$ cat src/rtl/srlt_pkg.sv
// ----------------------------------------------------------------------------
// srlt_pkg: shared types and codes of the sorted range list table
// Command and status codes, the entry word and the per-cell control types.
// ----------------------------------------------------------------------------
package srlt_pkg;

  localparam int unsigned VAL_W   = 31;
  localparam int unsigned CMD_W   = 2;
  localparam int unsigned STAT_W  = 3;
  localparam int unsigned COUNT_W = 7;

  typedef enum logic [CMD_W-1:0] {
    CMD_INSERT = 2'd0,
    CMD_REMOVE = 2'd1,
    CMD_POP    = 2'd2,
    CMD_CLEAR  = 2'd3
  } cmd_t;

  typedef enum logic [STAT_W-1:0] {
    ST_PLACED = 3'd0,
    ST_MERGED = 3'd1,
    ST_FULL   = 3'd2,
    ST_EMPTY  = 3'd3,
    ST_DONE   = 3'd4
  } status_t;

  typedef struct packed {
    logic [VAL_W-1:0] run;
    logic [VAL_W-1:0] first;
    logic [VAL_W-1:0] last;
  } entry_t;

  typedef struct packed {
    logic   valid;
    entry_t entry;
  } cell_word_t;

  // What one cell does at the next edge.
  typedef enum logic [2:0] {
    ACT_HOLD,
    ACT_LOAD,
    ACT_FROM_LEFT,
    ACT_FROM_RIGHT,
    ACT_MERGE,
    ACT_CLEAR
  } cell_act_t;

  // Compare results a cell reports against the broadcast key.
  typedef struct packed {
    logic stop;   // insert walk ends here (or the cell is empty)
    logic merge;  // the key range overlaps this entry of the same run
    logic match;  // entry belongs to the key run
  } cell_flag_t;

endpackage

$ cat src/rtl/srlt_cell.sv
// ----------------------------------------------------------------------------
// srlt_cell: one slot of the sorted table
// Holds one entry, compares it with the broadcast key and loads, merges,
// clears or takes a neighbor's word as the chain controller tells it.
// ----------------------------------------------------------------------------
module srlt_cell (
  input  logic                clk,
  input  logic                rst,
  input  srlt_pkg::cell_act_t act,
  input  srlt_pkg::entry_t    key,
  input  srlt_pkg::cell_word_t left,
  input  srlt_pkg::cell_word_t right,
  output srlt_pkg::cell_word_t word,
  output srlt_pkg::cell_flag_t flags
);
  import srlt_pkg::*;

  logic same_run;
  logic below;
  logic past;

  assign same_run = word.entry.run == key.run;
  // The key range lies wholly below this entry.
  assign below = (key.first < word.entry.first) && (key.last < word.entry.first);
  assign past  = key.first > word.entry.last;

  always_comb begin
    flags.match = word.valid && same_run;
    flags.merge = word.valid && same_run && !below && !past;
    flags.stop  = !word.valid || (word.entry.run > key.run) ||
                  (same_run && (below || !past));
  end

  always_ff @(posedge clk) begin
    if (rst) begin
      word.valid <= 1'b0;
    end else begin
      case (act)
        ACT_LOAD: begin
          word.valid <= 1'b1;
          word.entry <= key;
        end
        ACT_FROM_LEFT:  word <= left;
        ACT_FROM_RIGHT: word <= right;
        ACT_MERGE: begin
          if (key.first < word.entry.first) word.entry.first <= key.first;
          if (key.last > word.entry.last) word.entry.last <= key.last;
        end
        ACT_CLEAR: word.valid <= 1'b0;
        default: ;
      endcase
    end
  end

endmodule

$ cat config.mk
export PLATFORM = sky130hd
export DESIGN_NAME = srlt_cell
export DESIGN_NICKNAME = d
export VERILOG_FILES = /design/src/rtl/srlt_pkg.sv /design/src/rtl/srlt_cell.sv
export SDC_FILE = /design/constraint.sdc
export NUM_CORES = 1
export LEC_CHECK = 0
export BUFFER_PORTS_ARGS = -buffer_cell sky130_fd_sc_hd__clkbuf_2
export CAP_MARGIN = 10
export CORE_UTILIZATION = 30
export DETAILED_ROUTE_END_ITERATION = 8
export GPL_TIMING_DRIVEN = 0
export PLACE_DENSITY = 0.6
export SLEW_MARGIN = 15
export SYNTH_ARGS = -nofsm -noshare
export SYNTH_HDL_FRONTEND = slang
export SYNTH_SLANG_ARGS = --single-unit
$ cat constraint.sdc
create_clock -name clk -period 7.9 [get_ports clk]
set_input_delay 1.58 -clock clk [delete_from_list [all_inputs] [get_ports clk]]
set_output_delay 1.58 -clock clk [all_outputs]
set_load 0.005 [all_outputs]
== After elaboration in Yosys (flattened, before gate mapping) ==
Cells that the tools add are included.
Word-level totals
  bits in registers: 94
  input bits: 286
  output and inout port bits: 97
  word-level logic and storage cells: 40
Operators by class
  $lt $le $gt $ge: 5
  equal/unequal tests: 8
  multiplexer cells: 5
  bitwise logic cells: 1
  reductions and logical operators: 17
Operator list (count)
  $pmux W62 S4: 1
  $gt A31 B31 Y1: 3
  $pmux W31 S3: 1
  $lt A31 B31 Y1: 2
  $mux W31: 2
  $eq A31 B31 Y1: 1
  $reduce_bool A4 Y1: 2
  $eq A3 B2 Y1 const B: 2
  $eq A3 B3 Y1 const B: 2
  $reduce_and A3 Y1: 2
  $logic_and A1 B1 Y1: 5
  $ne A2 B2 Y1 const B: 2
  $pmux W1 S4: 1
  $eq A3 B1 Y1 const B: 1
  $logic_not A1 Y1: 3
  $logic_or A1 B1 Y1: 3
  $reduce_bool A3 Y1: 1
  $reduce_and A2 Y1: 1
  $not A1 Y1: 1

== Logic depth before layout (Yosys ltp) ==
Gate-level depths: netlist (run 1).
  depth in word-level cells: 5
  depth in mapped cells: 9
  mapped depth without buffers: 9

== Worst setup path before layout (run 1) ==
Ideal clock, no wire load.
  kind: input to register
  start point: in key[30] (netlist name)
  end point: reg word[0] (netlist name) (enable)
  library setup time: 0.467 ns
  arrival time: 4.740 ns
  required time: 7.433 ns
  path slack: 2.693 ns
  cell stages on the path: 5
  path buffers: 0
  cells stage by stage: ha_1 > nand4_1 > nor4_1 > o21ai_0 > a211oi_1
On the way
  word-level cells in the longest chain between the ends: 3
Ends and longest elaborated chain
  start, declared: RTL line srlt_cell.sv:10  | input srlt_pkg::entry_t key,
  $gt A31 B31 Y1: RTL line srlt_cell.sv:47  | if (key.last > word.entry.last) word.entry.last <= key.last;
  $ne A2 B2 Y1 (no line)
  $reduce_and A3 Y1 (no line)
  end signal, assigned: RTL line srlt_cell.sv:43  | ACT_FROM_LEFT: word <= left;
  end signal, assigned: RTL line srlt_cell.sv:44  | ACT_FROM_RIGHT: word <= right;
  end, declared: RTL line srlt_cell.sv:13  | output srlt_pkg::cell_word_t word,
No other way between the ends.
A chain may end at the register's enable or synchronous reset.

==> out/results.txt, run 1 <==
Row generation in the floorplan step produced 60 rows. Maximum VDD drop: 0.00009393 V. In this run, post-CTS repair resized a total of 0 instances.

For this run, the total global-route usage over all layers was measured as 21.69%. The run gives 8,256 as the number of vias in the routed layout. Entering global routing, the biggest net connects 20 pins. TritonCTS built the clock tree. The post-route netlist has 31.94% of its cells at a drive strength greater than 1. The number of hold-repair buffers added at the cts stage was 0.

The register with the most flip-flops in the layout has 94 of them. The worst-case clock skew was 0.01285 ns. In this run the critical register-to-register path is launched from word[21]. The floorplan core area is 0.02718 mm^2, and the critical path data required time is 6.32 ns. Headroom to the max-slew limit came out at 32.09%. The run gives 94 as the number of clock sinks.

The tightest min-delay check is of the reg2reg type. The library cell used as clock root buffer is sky130_fd_sc_hd__clkbuf_16. The post-synthesis net count was 1,348. The portion of netlist area occupied by mux cells came out at 11.22%. After synthesis the netlist holds a flip-flop and latch count of 94.

The height of the die was 169.3 um. The slew of the pin with the lowest slew margin is 1.019 ns. Topmost layer with routed signal wires: met4.

In this run the count of I/O pins placed on the die edge is 383. Sequential-to-total area share from yosys stat: 33.50%. Classification of the worst setup path: in2out. Summed over all nets, wire length on met2 after detailed routing comes to 15,640 um.

The number of global-route vias before repair was 8,208; the post-CTS setup repair buffer count was 0. The H-tree was split into 3 levels. The number of antenna violations at the first check in global routing was 0; the final antenna-violating net count was 0. The run gives 0.008397 mm^2 as the post-synthesis instance area. The max-cap violation count was 0; the final routed wirelength across all metal layers was 31,460 um. The clock slew at the register clock pins of the worst setup and hold paths works out to 0.06 ns. By area the synthesized netlist is led by sky130_fd_sc_hd__edfxtp_1, sky130_fd_sc_hd__ha_1, sky130_fd_sc_hd__mux2i_1.

The die covers 0.02866 mm^2. Setup violations remaining at the end of the flow were counted as 0. The tools report the static leakage power as 5.880 nW. The number of failing hold endpoints at the final stage is 0.

STA classifies the critical path endpoint as an output pin. For this configuration, the core starts out at a cell density of 30.90%. Adder-cell share of the synthesized area: 22.80%. For this run, design rule violations remaining after detail routing come to 0.

The synthesized netlist devotes 0% of its cell area to XOR and XNOR gates. Summing the areas of all and, or, nand and nor instances in the mapped netlist gives 11.76% of the synthesized area. In the synthesized netlist, the number of instances is 909. The number of placed instances, taps included, is 1,668.

After the last flow step, the layout net total stands at 1,746. Number of unique standard cell types used by synthesis: 42. The largest registers in the layout are word: 94 flops. For the number of max-slew violations in the final report, the log shows 0. The cell type with the largest total area after synthesis is sky130_fd_sc_hd__edfxtp_1.

Setup slack on the worst reg-to-reg path comes out at 4.51 ns. For this run, the number of Yosys warnings is 0. The number of buffers inserted during clock tree synthesis came out at 9. The path with the worst hold slack has its endpoint at word[93]. The worst hold path begins at word[93]. The tools report the sort of element at the start of the critical path as an input pin.

The count of cells in the finished layout, fillers not included, comes to 1,684. For this block, wires on met1 add up to 13,690 um. The average cell area after synthesis was 9.237 um^2; the post-DP HPWL was 26,890 um. The main combinational cell family by area after synthesis is adder cells. The number of buffers between clock root and the deepest sink was 2.

Of the post-synthesis cell area, the dominant cell type holds 33.26%. The run gives 46,370 um as the global-route wire length before repair. The final-layout fill cell count was 2,837; the post-synthesis compound-gate area fraction was 14.83%.

Dividing the detail-routed via count by the number of cells gives 4.903. Setup repair after global routing left no endpoint under its margin. Among all flip-flop cells after synthesis, the most frequent one is sky130_fd_sc_hd__edfxtp_1. Along the worst path, the maximum fanout reaches 3. The number of antenna diodes in the final layout is 0. Before antenna repair, the detailed router went through 4 iterations. The later-pin clock latency in the skew report was 0.35 ns; the overall die width was 169.3 um. The tools report the global placement routability congestion as 0.8849.

After layout, the worst path uses 69.98% of the clock period. The endpoint identified for the worst register-to-register timing path is word[20]. The count of routing violations after the opening detailed-route iteration was 399; the number of flops mapped to enable cells by yosys was 93.

Proportion of synthesized flip-flops having asynchronous set or reset: 0%. The number of cells on the worst reg-to-reg path is 8. Area growth from synthesis to final layout: 32.96%.

Input and output buffers added on the ports amount to 381. The flow ran to the end, and the final reports show no timing, DRC or antenna violations. In this run the power density over the cells is 133.3 mW/mm^2.

The worst hold path was traced through 2 stages. Counting I/O delays and the setup requirement, the final critical path takes 5.528 ns. The met3 layer wire length in the routed design is 1684 um. For the total grt overflow, the log shows 0. Setup total negative slack on the finished layout was measured at 0 ns. The register name with the most flops is word. The data arrival time at the worst-slack endpoint came out at 3.95 ns. For this run, the top clock speed supported by timing is 0.1809 GHz. Dividing the detail-routed wire length by the instance count gives 18.68 um.
## logic make-up (layout without fill, tap and decap cells)
| logic type | count (synthesis) | after routing |
|---|---|---|
| compound gates | 222 | 222 |
| fa+ha+maj | 153 | 153 |
| buf+inv | 128 | 531 |
| flops | 94 | 94 |
| mux | 94 | 94 |
| simple gates | 218 | 218 |
## power by group
| group | switching [mW] | internal [mW] | leakage [nW] |
|---|---|---|---|
| registers | 0.0177 | 0.587 | 0.869 |
| logic | 0.239 | 0.189 | 4.87 |
| clock network | 0.211 | 0.244 | 0.142 |
## layout make-up
| class | instances | area [um^2] | area share [%] |
|---|---|---|---|
| Timing Repair Buffer | 387 | 1987 | 17.80 |
| Inverter | 96 | 360.3 | 3.228 |
| Buffer | 32 | 136.4 | 1.222 |
| Clock buffer | 9 | 225.2 | 2.017 |
| Tap cell | 372 | 465.4 | 4.169 |
| Clock inverter | 7 | 63.81 | 0.5716 |
| Sequential cell | 94 | 2813 | 25.19 |
| Multi-Input combinational cell | 687 | 5114 | 45.80 |
## how the worst max path moves through the flow
stage / start / to / cells past startpoint
after floorplan: key[30] / word[0] / 5
after global placement: key[30] / word[22] / 6
after detailed placement: key[35] / flags[1] / 9
after CTS: key[35] / flags[1] / 9
after global routing: key[35] / flags[2] / 10
final: key[35] / flags[1] / 9
## synth_stat cells, types with 2 or more instances
master	number
sky130_fd_sc_hd__ha_1	153
sky130_fd_sc_hd__buf_2	12
sky130_fd_sc_hd__edfxtp_1	93
sky130_fd_sc_hd__nor2_1	23
sky130_fd_sc_hd__a221oi_1	5
sky130_fd_sc_hd__nand3_1	13
sky130_fd_sc_hd__clkbuf_1	19
sky130_fd_sc_hd__a21o_1	17
sky130_fd_sc_hd__a21oi_1	63
sky130_fd_sc_hd__nand2_1	129
sky130_fd_sc_hd__inv_1	96
sky130_fd_sc_hd__nor3_1	5
sky130_fd_sc_hd__o21ai_0	117
sky130_fd_sc_hd__o211ai_1	2
sky130_fd_sc_hd__nor2b_1	5
sky130_fd_sc_hd__and4_1	4
sky130_fd_sc_hd__and2_1	2
sky130_fd_sc_hd__mux2i_1	93
sky130_fd_sc_hd__a211oi_1	6
sky130_fd_sc_hd__nand4_1	25
sky130_fd_sc_hd__nand3b_1	3
sky130_fd_sc_hd__nor4_1	3
sky130_fd_sc_hd__o21ai_1	2
## worst max-delay path, cell delays in order
cell and delay (ns):
sky130_fd_sc_hd__clkbuf_2 0.13, sky130_fd_sc_hd__ha_1 0.31, sky130_fd_sc_hd__a211oi_1 0.22, sky130_fd_sc_hd__nor2_1 0.10, sky130_fd_sc_hd__o31a_1 0.28, sky130_fd_sc_hd__a2111oi_0 0.77
sky130_fd_sc_hd__or3b_1 0.24, sky130_fd_sc_hd__and4_1 0.18, sky130_fd_sc_hd__clkbuf_2 0.14
## layer usage
layer	vias to the layer above	global-route usage [%]
li1	4116	-
met1	3846	27.13
met2	269	38.81
met3	25	3.218
met4	0	5.445
met5	-	0
## stage by stage
stage               cell area (um^2)  util (%)  hold WS (ns)  setup WS (ns)  total power [mW]
floorplan                       8397         -        0.5076          2.693            0.8327
global placement               10770     39.63        0.6252        0.01260             1.032
detailed placement             10880     40.02        0.6223          2.359             1.046
CTS                            11160     41.08        0.6367          2.357             1.504
global route                   11160     41.08        0.6462          2.210             1.570
finish                         11160     41.08        0.6241          2.372             1.488
## cells in the final DEF, fill, tap and decap left out, types with 4 or more instances in the layout
master and count:
sky130_fd_sc_hd__a211oi_1 5, sky130_fd_sc_hd__a21o_1 17, sky130_fd_sc_hd__a21oi_1 63, sky130_fd_sc_hd__a221oi_1 5, sky130_fd_sc_hd__and4_1 4, sky130_fd_sc_hd__buf_2 12, sky130_fd_sc_hd__clkbuf_1 18, sky130_fd_sc_hd__clkbuf_16 9
sky130_fd_sc_hd__clkbuf_2 382, sky130_fd_sc_hd__edfxtp_1 93, sky130_fd_sc_hd__ha_1 153, sky130_fd_sc_hd__inv_1 96, sky130_fd_sc_hd__mux2i_1 93, sky130_fd_sc_hd__nand2_1 129, sky130_fd_sc_hd__nand3_1 13, sky130_fd_sc_hd__nand4_1 25
sky130_fd_sc_hd__nor2_1 22, sky130_fd_sc_hd__nor2b_1 5, sky130_fd_sc_hd__nor3_1 4, sky130_fd_sc_hd__o21ai_0 117
Power figures use the tool's default switching activity.
==> run 2, diff against run 1 <==
--- a/config.mk
+++ b/config.mk
@@ -10,7 +10,7 @@
 export CORE_UTILIZATION = 30
 export DETAILED_ROUTE_END_ITERATION = 8
 export GPL_TIMING_DRIVEN = 0
-export PLACE_DENSITY = 0.6
+export PLACE_DENSITY = 0.62
 export SLEW_MARGIN = 15
 export SYNTH_ARGS = -nofsm -noshare
 export SYNTH_HDL_FRONTEND = slang
==> constraint.sdc (replaced) <==
create_clock -name clk -period 4.6 [get_ports clk]
set_input_delay 0.92 -clock clk [delete_from_list [all_inputs] [get_ports clk]]
set_output_delay 0.92 -clock clk [all_outputs]
set_load 0.005 [all_outputs]
==> run 2 against run 1 <==
Hold slack got worse by 0.0074 ns. Flip-flop and latch count did not move. Global-route usage rose by 0.11 points. Critical path type unchanged. Largest cell class unchanged.
==> out/results.txt, run 2 (synthesis gave the netlist of run 1 again) <==
The tools report the floorplan core area as 0.02718 mm^2 (unchanged). The cell count along the critical path was 9 (unchanged). Kind of end point of the critical path: an output pin. Maximum VDD drop: 0.0001118 V (+19%). The later-pin clock latency in the skew report was 0.36 ns (about the same). The H-tree depth was 3 (unchanged); the count of routing violations after the opening detailed-route iteration was 409 (+2.5%).

The path with the worst hold slack has its endpoint at word[93]. The number of vias in the routed layout came out at 8,252 (-0.048%). The tools report the static leakage power as 5.874 nW (about the same). The data arrival time at the worst-slack endpoint was 3.31 ns (-0.64 ns).

The critical path data required time was 3.68 ns (-2.64 ns). Static timing analysis puts the maximum clock frequency at 0.2366 GHz. Reg2reg setup slack: 1.35 ns (-3.16 ns). The post-cts sizing count was 0 (unchanged).

The total non-filler cell area in the finished layout was 0.01116 mm^2 (about the same). In the final layout, the registers with the most flip-flops are word: 94 flops. Origin of the critical flop-to-flop path: word[30]. Number of vias per cell after detailed routing: 4.900 (about the same).

The post-CTS setup repair buffer count is 0 (unchanged). For the total grt overflow, the log shows 0 (unchanged). Slowest library cell on the worst path: sky130_fd_sc_hd__a2111oi_0. The worst stage delay on the critical path was 0.80 ns (+0.03 ns); the port buffer count was 381 (unchanged).

The number of buffers between clock root and the deepest sink was 2 (unchanged); the global routing usage on met1 was 26.39% (-0.74 points). Number of I/O pins: 383 (unchanged). The number of max-slew violations in the final report is 0 (unchanged), and the placed instance area is 0.01089 mm^2 (+0.11%).

The pin count of the biggest net entering global routing is 19 (-5.0%). The tree is rooted in a sky130_fd_sc_hd__clkbuf_16. TritonCTS built the clock tree.

Worst-case clock skew: 0.01306 ns (+0.0002095 ns). The global-route wire length before repair is 46,370 um (about the same). The library cell used most frequently in the layout, excluding fill and tap cells, is sky130_fd_sc_hd__clkbuf_2. The final count of negative-setup-slack endpoints is 0 (unchanged), and the area growth from synthesis to final layout is 32.92% (about the same). The height of the die is 169.3 um (unchanged), and the sum of internal, switching and leakage power is 2.513 mW (+69%). The overall die width works out to 169.3 um (unchanged). The final routed wirelength across all metal layers was 31,680 um (+0.67%). The logs give 60 (unchanged) for the number of placement rows and 0 (unchanged) for the number of antenna violations at the first check in global routing. The remaining design rule violation count is 0 (unchanged). The final antenna diode count is 0 (unchanged).

The tools report the die area as 0.02866 mm^2 (unchanged). The end of the worst register-to-register path is word[20]. The library cells used most frequently in the layout, excluding fill and tap cells, are sky130_fd_sc_hd__clkbuf_2, sky130_fd_sc_hd__ha_1, sky130_fd_sc_hd__nand2_1, sky130_fd_sc_hd__o21ai_0, sky130_fd_sc_hd__inv_1.

The number of global-route vias before repair is 8,216 (+0.097%). Met2 routing resource usage after global routing: 38.75% (-0.054 points). The source of the worst hold timing path was word[93]. The number of iterations in the first detailed-routing pass is 5 (+1). Clock slew at the register clock pins of the worst setup and hold paths: 0.07 ns (about the same).

Start point of the critical path: key[35]. Counting I/O delays and the setup requirement, the final critical path takes 4.226 ns. The max-cap violation count was 0 (unchanged); the number of cells on the worst reg-to-reg path was 8 (unchanged). The hold path depth was 2 (unchanged). The flip-flop count of the largest register after layout is 94 (unchanged). The power density over the cells came out at 225.2 mW/mm^2 (+69%). Total routing usage reported by global routing: 21.80% (+0.11 points). The normalized max-slew margin was 38.10% (+6.0 points). The slew of the pin with the lowest slew margin works out to 0.9201 ns (-0.09856 ns). The global routing stage identified its most utilized layer as met2.

By instance count, the cell type seen most on the critical path is sky130_fd_sc_hd__clkbuf_2. The placed instance count is 1,668 (unchanged), and the average detailed-routed wire length per instance is 18.81 um (+0.67%). The tools report the post-DP HPWL as 26,880 um (about the same). The critical path goes through clkbuf_2, ha_1, a211oi_1, nor2_1, o31a_1, a2111oi_0, or3b_1, and4_1, clkbuf_2.

The classification of the worst setup path is in2out. The final cycle utilization of the critical path is 91.88%. STA classifies the critical path startpoint as an input pin.

The worst path buffer plus inverter count is 2 (unchanged), and the count of placed standard cells in the final layout, fillers left out is 1,684 (unchanged). The maximum net fanout on the critical path was 3 (unchanged); the proportion of layout cells with a drive suffix above 1 was 32.16% (+0.23 points). The smallest setup slack after layout was 0.3737 ns (-1.998 ns); the number of buffers inserted during clock tree synthesis was 9 (unchanged). The global placement routability congestion was 0.9336 (+5.5%). Category of cells accounting for the largest share of critical-path delay: compound AO/OA/AOI/OAI gates. The flow ran to the end, and the final reports show no timing, DRC or antenna violations. The met3 layer usage reported by global route came out at 4.688% (+1.5 points). The starting utilization of the core area was 30.90% (unchanged); the final antenna-violating net count was 0 (unchanged).

Count of nets after finishing: 1,746 (unchanged). Setup repair after global routing left no endpoint under its margin. Ranked by flip-flop count, first place goes to word. The number of clock sinks was 94 (unchanged); the pre-CTS setup slack was 0.4175 ns (-1.942 ns).

The path class of the tightest hold or removal check is reg2reg. The tools report the number of hold-repair buffers added at the cts stage as 0 (unchanged). The tools report the number of failing hold endpoints at the final stage as 0 (unchanged).
==> run 2: cell count changes in the layout (fill, tap and decap cells not counted) <==
| cell | previous run | this run |
|---|---|---|
| sky130_fd_sc_hd__bufinv_16 | 1 | 0 |
| sky130_fd_sc_hd__inv_6 | 1 | 2 |
| sky130_fd_sc_hd__buf_8 | 2 | 1 |
| sky130_fd_sc_hd__clkinv_1 | 3 | 0 |
| sky130_fd_sc_hd__clkinv_4 | 1 | 0 |
| sky130_fd_sc_hd__clkinv_2 | 1 | 3 |
| sky130_fd_sc_hd__buf_16 | 1 | 2 |
| sky130_fd_sc_hd__clkinvlp_4 | 0 | 2 |
==> run 2: power breakdown <==
group | internal (mW) | switching, mW | total [mW] | leakage [nW]
Clock | 0.369 | 0.368 | 0.737 | 0.132
Sequential | 1.01 | 0.0301 | 1.04 | 0.869
Combinational | 0.325 | 0.412 | 0.738 | 4.87
Total | 1.70 | 0.810 | 2.51 | 5.87
==> run 2: worst max path at each step <==
stage | endpoint | slack [ns]
floorplan | word[0] | 0.05
global placement | word[22] | -2.54
detailed placement | flags[2] | 0.42
CTS | flags[2] | 0.41
global route | flags[2] | 0.24
finish | flags[1] | 0.37
==> run 2: cell type report <==
cell class	instances	area [um^2]
clock inverter	7	47.55
sequential	94	2813
tap	372	465.4
timing repair buffer	387	1999
clock buffer	9	225.2
buffer	32	136.4
fill	2829	16020
multi-input combinational	687	5114
inverter	96	360.3
==> run 2: tightest hold or removal path, cell delays in order, from the launching register on <==
cell,delay (ns)
sky130_fd_sc_hd__dfxtp_1,0.39
sky130_fd_sc_hd__nor2_1,0.13
sky130_fd_sc_hd__nor3_1,0.05
==> run 2: layer usage <==
metal / part of all wire (%) / vias up / routed length (um)
met2: 49 / 301 / 15430
li1: - / 4107 / -
met1: 43 / 3806 / 13610
met5: 0 / - / 0
met4: 2.1 / 0 / 658
met3: 6.2 / 38 / 1977
==> run 2: per-stage QoR <==
stage / util, % / TNS (ns) / hold WS, ns
2_1_floorplan: - / 0 / 0.5076
3_3_place_gp: 39.63 / -123.53 / 0.6316
3_5_place_dp: 40.06 / 0 / 0.6295
4_1_cts: 41.07 / 0 / 0.6596
5_1_grt: 41.07 / 0 / 0.6454
6_report: 41.07 / 0 / 0.6168
